**config.mk**
```make
export PLATFORM = sky130hd
export DESIGN_NAME = lru_cache_tag_store
export DESIGN_NICKNAME = d
export VERILOG_FILES = /design/src/lru_pkg.sv /design/src/lru_ctrl.sv /design/src/lru_dpath.sv /design/src/lru_cache_tag_store.sv
export SDC_FILE = /design/constraint.sdc
export NUM_CORES = 2
export LEC_CHECK = 0
export BUFFER_PORTS_ARGS = -buffer_cell sky130_fd_sc_hd__buf_2
export CORE_MARGIN = 3
export CORE_UTILIZATION = 30
export CTS_CLUSTER_DIAMETER = 150
export DETAILED_ROUTE_END_ITERATION = 8
export GPL_TIMING_DRIVEN = 0
export HOLD_SLACK_MARGIN = 0.03
export REMOVE_ABC_BUFFERS = 1
export SYNTH_ARGS = -nofsm -noshare
export SYNTH_HDL_FRONTEND = slang
export SYNTH_SLANG_ARGS = --single-unit
```
**constraint.sdc**
```tcl
create_clock -name clk -period 9.7 [get_ports clk]
set_clock_uncertainty 0.2 [all_clocks]
set_input_delay 1.455 -clock clk [delete_from_list [all_inputs] [get_ports clk]]
set_output_delay 1.455 -clock clk [all_outputs]
set_load 0.01 [all_outputs]
```
**src/lru_pkg.sv**
```systemverilog
`timescale 1ns / 1ps
// ----------------------------------------------------------------------------
// lru_pkg: shared types for the LRU tag store
// Commands and controller states.
// ----------------------------------------------------------------------------
package lru_pkg;

  typedef enum logic [0:0] {
    CMD_ACCESS = 1'b0,
    CMD_PROBE  = 1'b1
  } cmd_t;

  typedef enum logic [1:0] {
    ST_IDLE,
    ST_LOOKUP,
    ST_UPDATE,
    ST_OUT
  } state_t;

  typedef struct packed {
    logic load;
    logic update;
    logic out_load;
  } ctrl_t;

endpackage

```
**src/lru_ctrl.sv**
```systemverilog
`timescale 1ns / 1ps
// ----------------------------------------------------------------------------
// lru_ctrl: sequencer
// Steps one word through load, lookup, update and result.
// ----------------------------------------------------------------------------
module lru_ctrl (
  input  logic                clk,
  input  logic                rst_n,
  input  logic                in_valid,
  output logic                in_ready,
  output logic                out_valid,
  input  logic                out_ready,
  output lru_pkg::ctrl_t      ctrl
);

  lru_pkg::state_t state_r, state_nxt;

  always_ff @(posedge clk) begin
    if (!rst_n) begin
      state_r <= lru_pkg::ST_IDLE;
    end else begin
      state_r <= state_nxt;
    end
  end

  always_comb begin
    state_nxt     = state_r;
    in_ready      = 1'b0;
    out_valid     = 1'b0;
    ctrl.load     = 1'b0;
    ctrl.update   = 1'b0;
    ctrl.out_load = 1'b0;
    unique case (state_r)
      lru_pkg::ST_IDLE: begin
        in_ready = 1'b1;
        if (in_valid) begin
          ctrl.load = 1'b1;
          state_nxt = lru_pkg::ST_LOOKUP;
        end
      end
      lru_pkg::ST_LOOKUP: begin
        state_nxt = lru_pkg::ST_UPDATE;
      end
      lru_pkg::ST_UPDATE: begin
        ctrl.update   = 1'b1;
        ctrl.out_load = 1'b1;
        state_nxt     = lru_pkg::ST_OUT;
      end
      lru_pkg::ST_OUT: begin
        out_valid = 1'b1;
        if (out_ready) begin
          state_nxt = lru_pkg::ST_IDLE;
        end
      end
      default: state_nxt = lru_pkg::ST_IDLE;
    endcase
  end

endmodule

```
**src/lru_dpath.sv**
```systemverilog
`timescale 1ns / 1ps
// ----------------------------------------------------------------------------
// lru_dpath: keys, recency chain and result
// Registered parallel compare, then one chain update.
// ----------------------------------------------------------------------------
module lru_dpath #(
  parameter int ENTRIES  = 16,
  parameter int KEY_BITS = 32
) (
  input  logic           clk,
  input  logic           rst_n,
  input  lru_pkg::ctrl_t ctrl,
  input  logic           evict_en,
  input  logic           in_cmd,
  input  logic [31:0]    in_key,
  input  logic           in_fill_failed,
  output logic           hit,
  output logic [3:0]     slot,
  output logic           evict_valid,
  output logic [31:0]    evict_key,
  output logic           fill_request,
  output logic           status
);

  localparam int IW = (ENTRIES > 1) ? $clog2(ENTRIES) : 1;
  localparam int LW = $clog2(ENTRIES + 1);
  localparam logic [LW-1:0] NONE = LW'(ENTRIES);

  logic [KEY_BITS-1:0] key_r [ENTRIES];
  logic [LW-1:0]       older_r [ENTRIES];
  logic [LW-1:0]       newer_r [ENTRIES];
  logic [IW-1:0]       front_r, back_r;

  logic                cmd_r, failed_r;
  logic [KEY_BITS-1:0] k_r;
  logic                m_r;
  logic [IW-1:0]       mi_r;

  logic                m_c;
  logic [IW-1:0]       mi_c;
  logic [KEY_BITS-1:0] kin;

  assign kin = KEY_BITS'(in_key);

  always_comb begin
    m_c  = 1'b0;
    mi_c = '0;
    for (int i = ENTRIES - 1; i >= 0; i--) begin
      if (key_r[i] == k_r && k_r != '0) begin
        m_c  = 1'b1;
        mi_c = IW'(i);
      end
    end
  end

  always_ff @(posedge clk) begin
    if (ctrl.load) begin
      cmd_r    <= in_cmd;
      k_r      <= kin;
      failed_r <= in_fill_failed;
    end
    m_r  <= m_c;
    mi_r <= mi_c;
  end

  logic          is_acc, do_front, do_miss;
  logic [IW-1:0] s;
  logic [LW-1:0] ahead, behind;

  assign is_acc   = (cmd_r == lru_pkg::CMD_ACCESS) && k_r != '0;
  assign do_miss  = is_acc && !m_r;
  assign s        = m_r ? mi_r : back_r;
  assign do_front = is_acc && (m_r || !failed_r) && s != front_r;
  assign ahead    = older_r[s];
  assign behind   = newer_r[s];

  always_ff @(posedge clk) begin
    if (!rst_n) begin
      for (int i = 0; i < ENTRIES; i++) begin
        key_r[i]   <= '0;
        older_r[i] <= (i == 0) ? NONE : LW'(i - 1);
        newer_r[i] <= (i == ENTRIES - 1) ? NONE : LW'(i + 1);
      end
      front_r <= '0;
      back_r  <= IW'(ENTRIES - 1);
    end else if (ctrl.update) begin
      if (do_miss) begin
        key_r[back_r] <= failed_r ? '0 : k_r;
      end
      if (do_front) begin
        // s is not front, so ahead is a real slot
        newer_r[ahead[IW-1:0]] <= behind;
        if (behind != NONE) begin
          older_r[behind[IW-1:0]] <= ahead;
        end else begin
          back_r <= ahead[IW-1:0];
        end
        newer_r[s]       <= LW'(front_r);
        older_r[s]       <= NONE;
        older_r[front_r] <= LW'(s);
        front_r          <= s;
      end
    end
  end

  logic [KEY_BITS-1:0] old;
  assign old = key_r[back_r];

  always_ff @(posedge clk) begin
    if (ctrl.out_load) begin
      hit          <= m_r && (cmd_r == lru_pkg::CMD_PROBE || k_r != '0);
      slot         <= (m_r || do_miss) ? 4'(s) : 4'd0;
      evict_valid  <= do_miss && old != '0 && evict_en;
      evict_key    <= (do_miss && old != '0 && evict_en) ? 32'(old) : 32'd0;
      fill_request <= do_miss;
      status       <= do_miss && failed_r;
    end
  end

endmodule

```
**src/lru_cache_tag_store.sv**
```systemverilog
`timescale 1ns / 1ps
// ----------------------------------------------------------------------------
// lru_cache_tag_store: fully associative LRU tag store
// Key lookup, move-to-front, replacement of the least recent slot.
// ----------------------------------------------------------------------------
// One word is in flight at a time: load, a registered compare over all slots,
// one update of keys and recency links, then the result register. The result
// is held valid until out_ready takes it, and only then does the block accept
// the next word.
module lru_cache_tag_store #(
  parameter int ENTRIES  = 16,
  parameter int KEY_BITS = 32
) (
  input  logic        clk,
  input  logic        rst_n,
  input  logic        in_valid,
  output logic        in_ready,
  input  logic        in_cmd,
  input  logic [31:0] in_key,
  input  logic        in_fill_failed,
  output logic        out_valid,
  input  logic        out_ready,
  output logic        out_hit,
  output logic [3:0]  out_slot,
  output logic        out_evict_valid,
  output logic [31:0] out_evict_key,
  output logic        out_fill_request,
  output logic        out_status,
  input  logic        cfg_valid,
  output logic        cfg_ready,
  input  logic        cfg_evict_enable
);

  lru_pkg::ctrl_t ctrl;
  logic           evict_en_r;

  assign cfg_ready = 1'b1;

  always_ff @(posedge clk) begin
    if (!rst_n) begin
      evict_en_r <= 1'b1;
    end else if (cfg_valid) begin
      evict_en_r <= cfg_evict_enable;
    end
  end

  lru_ctrl u_ctrl (
    .clk       (clk),
    .rst_n     (rst_n),
    .in_valid  (in_valid),
    .in_ready  (in_ready),
    .out_valid (out_valid),
    .out_ready (out_ready),
    .ctrl      (ctrl)
  );

  lru_dpath #(.ENTRIES(ENTRIES), .KEY_BITS(KEY_BITS)) u_dpath (
    .clk            (clk),
    .rst_n          (rst_n),
    .ctrl           (ctrl),
    .evict_en       (evict_en_r),
    .in_cmd         (in_cmd),
    .in_key         (in_key),
    .in_fill_failed (in_fill_failed),
    .hit            (out_hit),
    .slot           (out_slot),
    .evict_valid    (out_evict_valid),
    .evict_key      (out_evict_key),
    .fill_request   (out_fill_request),
    .status         (out_status)
  );

  a_excl: assert property (@(posedge clk) disable iff (!rst_n)
    !(in_ready && out_valid)) else $error("in_ready with pending result");
  a_seq: assert property (@(posedge clk) disable iff (!rst_n)
    ctrl.load |=> !in_ready) else $error("accepted while busy");
  a_hitfill: assert property (@(posedge clk) disable iff (!rst_n)
    out_valid |-> !(out_hit && out_fill_request)) else $error("hit with fill");
  a_stat: assert property (@(posedge clk) disable iff (!rst_n)
    out_valid && out_status |-> out_fill_request) else $error("status without fill");

endmodule

```
==> impl_metrics.ini <==
[setup_path]
endpoint = u_dpath.key_r[15][18]$_SDFFCE_PN0P_
worstReg2RegEnd = u_dpath.key_r[15][18]$_SDFFCE_PN0P_
worstReg2RegStart = u_dpath.k_r[18]$_DFFE_PP_
critPathMaxFanout = 33
startpoint_type = flip-flop
startpoint = u_dpath.k_r[18]$_DFFE_PP_
cp_data_required_time_ns = 9.80
worstSetupPathType = reg2reg
reg2regPathDepth = 6
r2r_setup_slack_ns = 3.59
arrival_ns = 6.21
cp-end-kind = flip-flop

[synth]
synth_cell_types = 84
synth_area_um2 = 39600
synth_area_leaders = edfxtp_1, mux4_2, xor2_1, nor2_1, xnor2_1
synth-seq-cells = 750
syn_area_per_cell_um2 = 12.5
ys_async_sr_fraction_pct = 0
yosysWarnings = 0
synthFlopType = edfxtp_1
ys_top_cells_by_count = edfxtp_1, nor2_1, xor2_1
synth.most_common_cell = edfxtp_1
synthDominantCellAreaShare_pct = 54.2
synth-edff-count = 714
yosys.area.top_type = edfxtp_1
yosysSeqAreaShare_pct = 56.0
netlist_instances = 3158

[cts]
cts_tree = done
cts-buffers-inserted = 83
clk_pin_slew_ns = 0.06
clock_latency_ns = 0.69
hold_buffers = 0
cts_root_buffer = clkbuf_16
cts_sinks = 750
post_cts.repair.setup_buffers = 0
cts_buffer_depth = 3
ctsResizeCount = 0
ctsHtreeMaxLevel = 3

[timing]
report.final.slew_viol_count = 43
setup_viol = 0
post-route-period-util_pct = 63.0
period_needed_ns = 6.11
hold_viol_final = 0
maxSlewHeadroom_pct = -4.04
fmaxAchievable_mhz = 164
tightest_slew_ns = 1.54
rsz0062_at_grt = no

[power_and_ir_drop]
vdd_drop_max_uv = 155
p_total_uw = 9310
cellLeakagePower_uw = 0.0151
p_int_uw = 6320
clockPowerShare_pct = 35.9
power-per-cell-area_nw_per_um2 = 207
p_switching_uw = 2990
seq_power_share_pct = 45.1
combPwrFrac_pct = 19.0
switching_share_pct = 32.1

[global_routing]
grt_use_met2_pct = 30.9
busiest_layer = met2
met3_usage_pct = 4.51
antenna_found_initial = 10
grt_pass1_vias = 26400
grt.total_usage_pct = 20.5
grtUsageMet1_pct = 29.2
grt_pass1_wl_um = 200000
gr-total-overflow = 0
grt_max_degree = 72

[die]
dieArea_um2 = 136000
pin_count = 83
coreArea_um2 = 130000
start_util_pct = 30.4
die_h_um = 369
die_x_um = 369
num_rows = 132

[drt]
viasPerCell = 5.71
ant_nets = 0
routed_wirelength_um = 143000
routedWlPerCell_um = 29.2
drtIter0Drc = 4800
drt_pass1_iterations = 8
drc_errors = 0
dr_total_vias = 27900

[outcome]
violations = max-capacitance violations, max-slew violations
status = finished, violations left

[place]
place_area_um2 = 42000
dp_hpwl_um = 102000
portBuffers = 81
gp_congestion = 0.964

[job]
maxCapViolations = 4

[final_layout]
n_fill_cell = 12800
synthToLayoutAreaGrowth_pct = 13.6
design_area_um2 = 44900
fin_nets = 3123
drive_gt1_share_pct = 16.7

[hold_path]
hold-path-cell-count = 2
hold_path.class = reg2reg
[metal layers]
metal | vias to the layer above | wire [um]
met2 | 2010 | 63300
met1 | 14200 | 57100
met5 | - | 34
li1 | 11500 | -
met4 | 4 | 5030
met3 | 253 | 17500
[cells by family after synthesis]
group / share of synthesized area [%]
xor gates and xnor gates: 11.4
adders and majority gates: 0.0949
DFF: 56.0
other: 0.00948
AOI/OAI and AO/OA: 3.82
muxes: 11.6
and+or+nand+nor: 13.9
buffers and inverters: 3.13
[metrics by stage]
step	cells	TNS [ns]	hold WS (ns)	worst slack, ns	util, %
3_5_place_dp	4732	0	0.257	3.39	32.3
4_1_cts	4884	0	0.265	3.38	34.4
5_1_grt	4889	0	0.288	3.57	34.5
3_3_place_gp	4694	-18.89	0.255	-1.70	31.5
2_1_floorplan	2871	0	0.245	2.23	-
6_report	4892	0	0.263	3.59	34.5
[registers in the layout, indices dropped and copies added, names as in the netlist, 2 cells and up, named ones only]
signal             count
u_dpath.mi_r           4
u_dpath.k_r           32
u_dpath.older_r       64
u_dpath.evict_key     32
u_dpath.newer_r       80
u_dpath.front_r        4
u_dpath.key_r        512
u_dpath.back_r         4
u_ctrl.state_r         2
u_dpath.slot           4
[critical path, stage by stage (launching register included)]
cell,delay [ns]
edfxtp_1,1.37
nor4_1,0.13
nand4_1,0.26
nor2_2,0.22
nor4b_1,1.30
nand3_2,1.01
nand2_2,1.13
[worst min path at each step]
stage	slack [ns]	from	to
after floorplan	0.24	u_dpath.newer_r[10][4]$_SDFFE_PP0P_	u_dpath.newer_r[10][4]$_SDFFE_PP0P_
after global placement	0.25	u_dpath.newer_r[12][4]$_SDFFE_PP0P_	u_dpath.newer_r[12][4]$_SDFFE_PP0P_
after detailed placement	0.26	u_dpath.newer_r[10][4]$_SDFFE_PP0P_	u_dpath.newer_r[10][4]$_SDFFE_PP0P_
after CTS	0.27	u_dpath.newer_r[10][4]$_SDFFE_PP0P_	u_dpath.newer_r[10][4]$_SDFFE_PP0P_
after global routing	0.29	u_dpath.newer_r[14][4]$_SDFFE_PP0P_	u_dpath.newer_r[14][4]$_SDFFE_PP0P_
final	0.26	u_dpath.newer_r[10][4]$_SDFFE_PP0P_	u_dpath.newer_r[10][4]$_SDFFE_PP0P_
[final cells by class]
cell class / instances / area [um^2] / area share [%]
clock inverters: 45 / 548 / 1.22
repair buffers: 124 / 1400 / 3.11
flip-flops and latches: 750 / 22200 / 49.3
well taps: 1742 / 2180 / 4.85
inverters: 17 / 63.8 / 0.142
diodes: 3 / 7.51 / 0.0167
multi-input cells: 2104 / 16300 / 36.3
clock buffers: 107 / 2260 / 5.03
[placed cells by master (no fill, tap or decap), types with 14 or more instances in the layout]
cell type / instances
buf_16: 22
and3_1: 39
dfxtp_1: 32
nand3_1: 65
xor2_1: 288
xnor2_1: 228
buf_12: 16
clkinv_2: 17
nor2_1: 607
nor3_1: 21
edfxtp_1: 714
nor4_1: 106
a31oi_1: 19
o31ai_1: 27
buf_2: 80
nand2_1: 119
o22ai_1: 17
clkbuf_16: 86
o21ai_0: 17
nand2b_1: 37
nand2_2: 34
a221oi_1: 21
nand4_1: 92
mux4_2: 185
a21oi_1: 28
clkbuf_1: 18
inv_1: 14
[power by group through the flow]
stage | sequential (uW) | combinational (uW) | clock [uW]
after global routing | 4210 | 1820 | 3490
after global placement | 4350 | 1540 | 0
after detailed placement | 4280 | 1670 | 0
final | 4200 | 1760 | 3340
after floorplan | 4120 | 873 | 0
after CTS | 4210 | 1680 | 3370
Power figures use the tool's default switching activity.
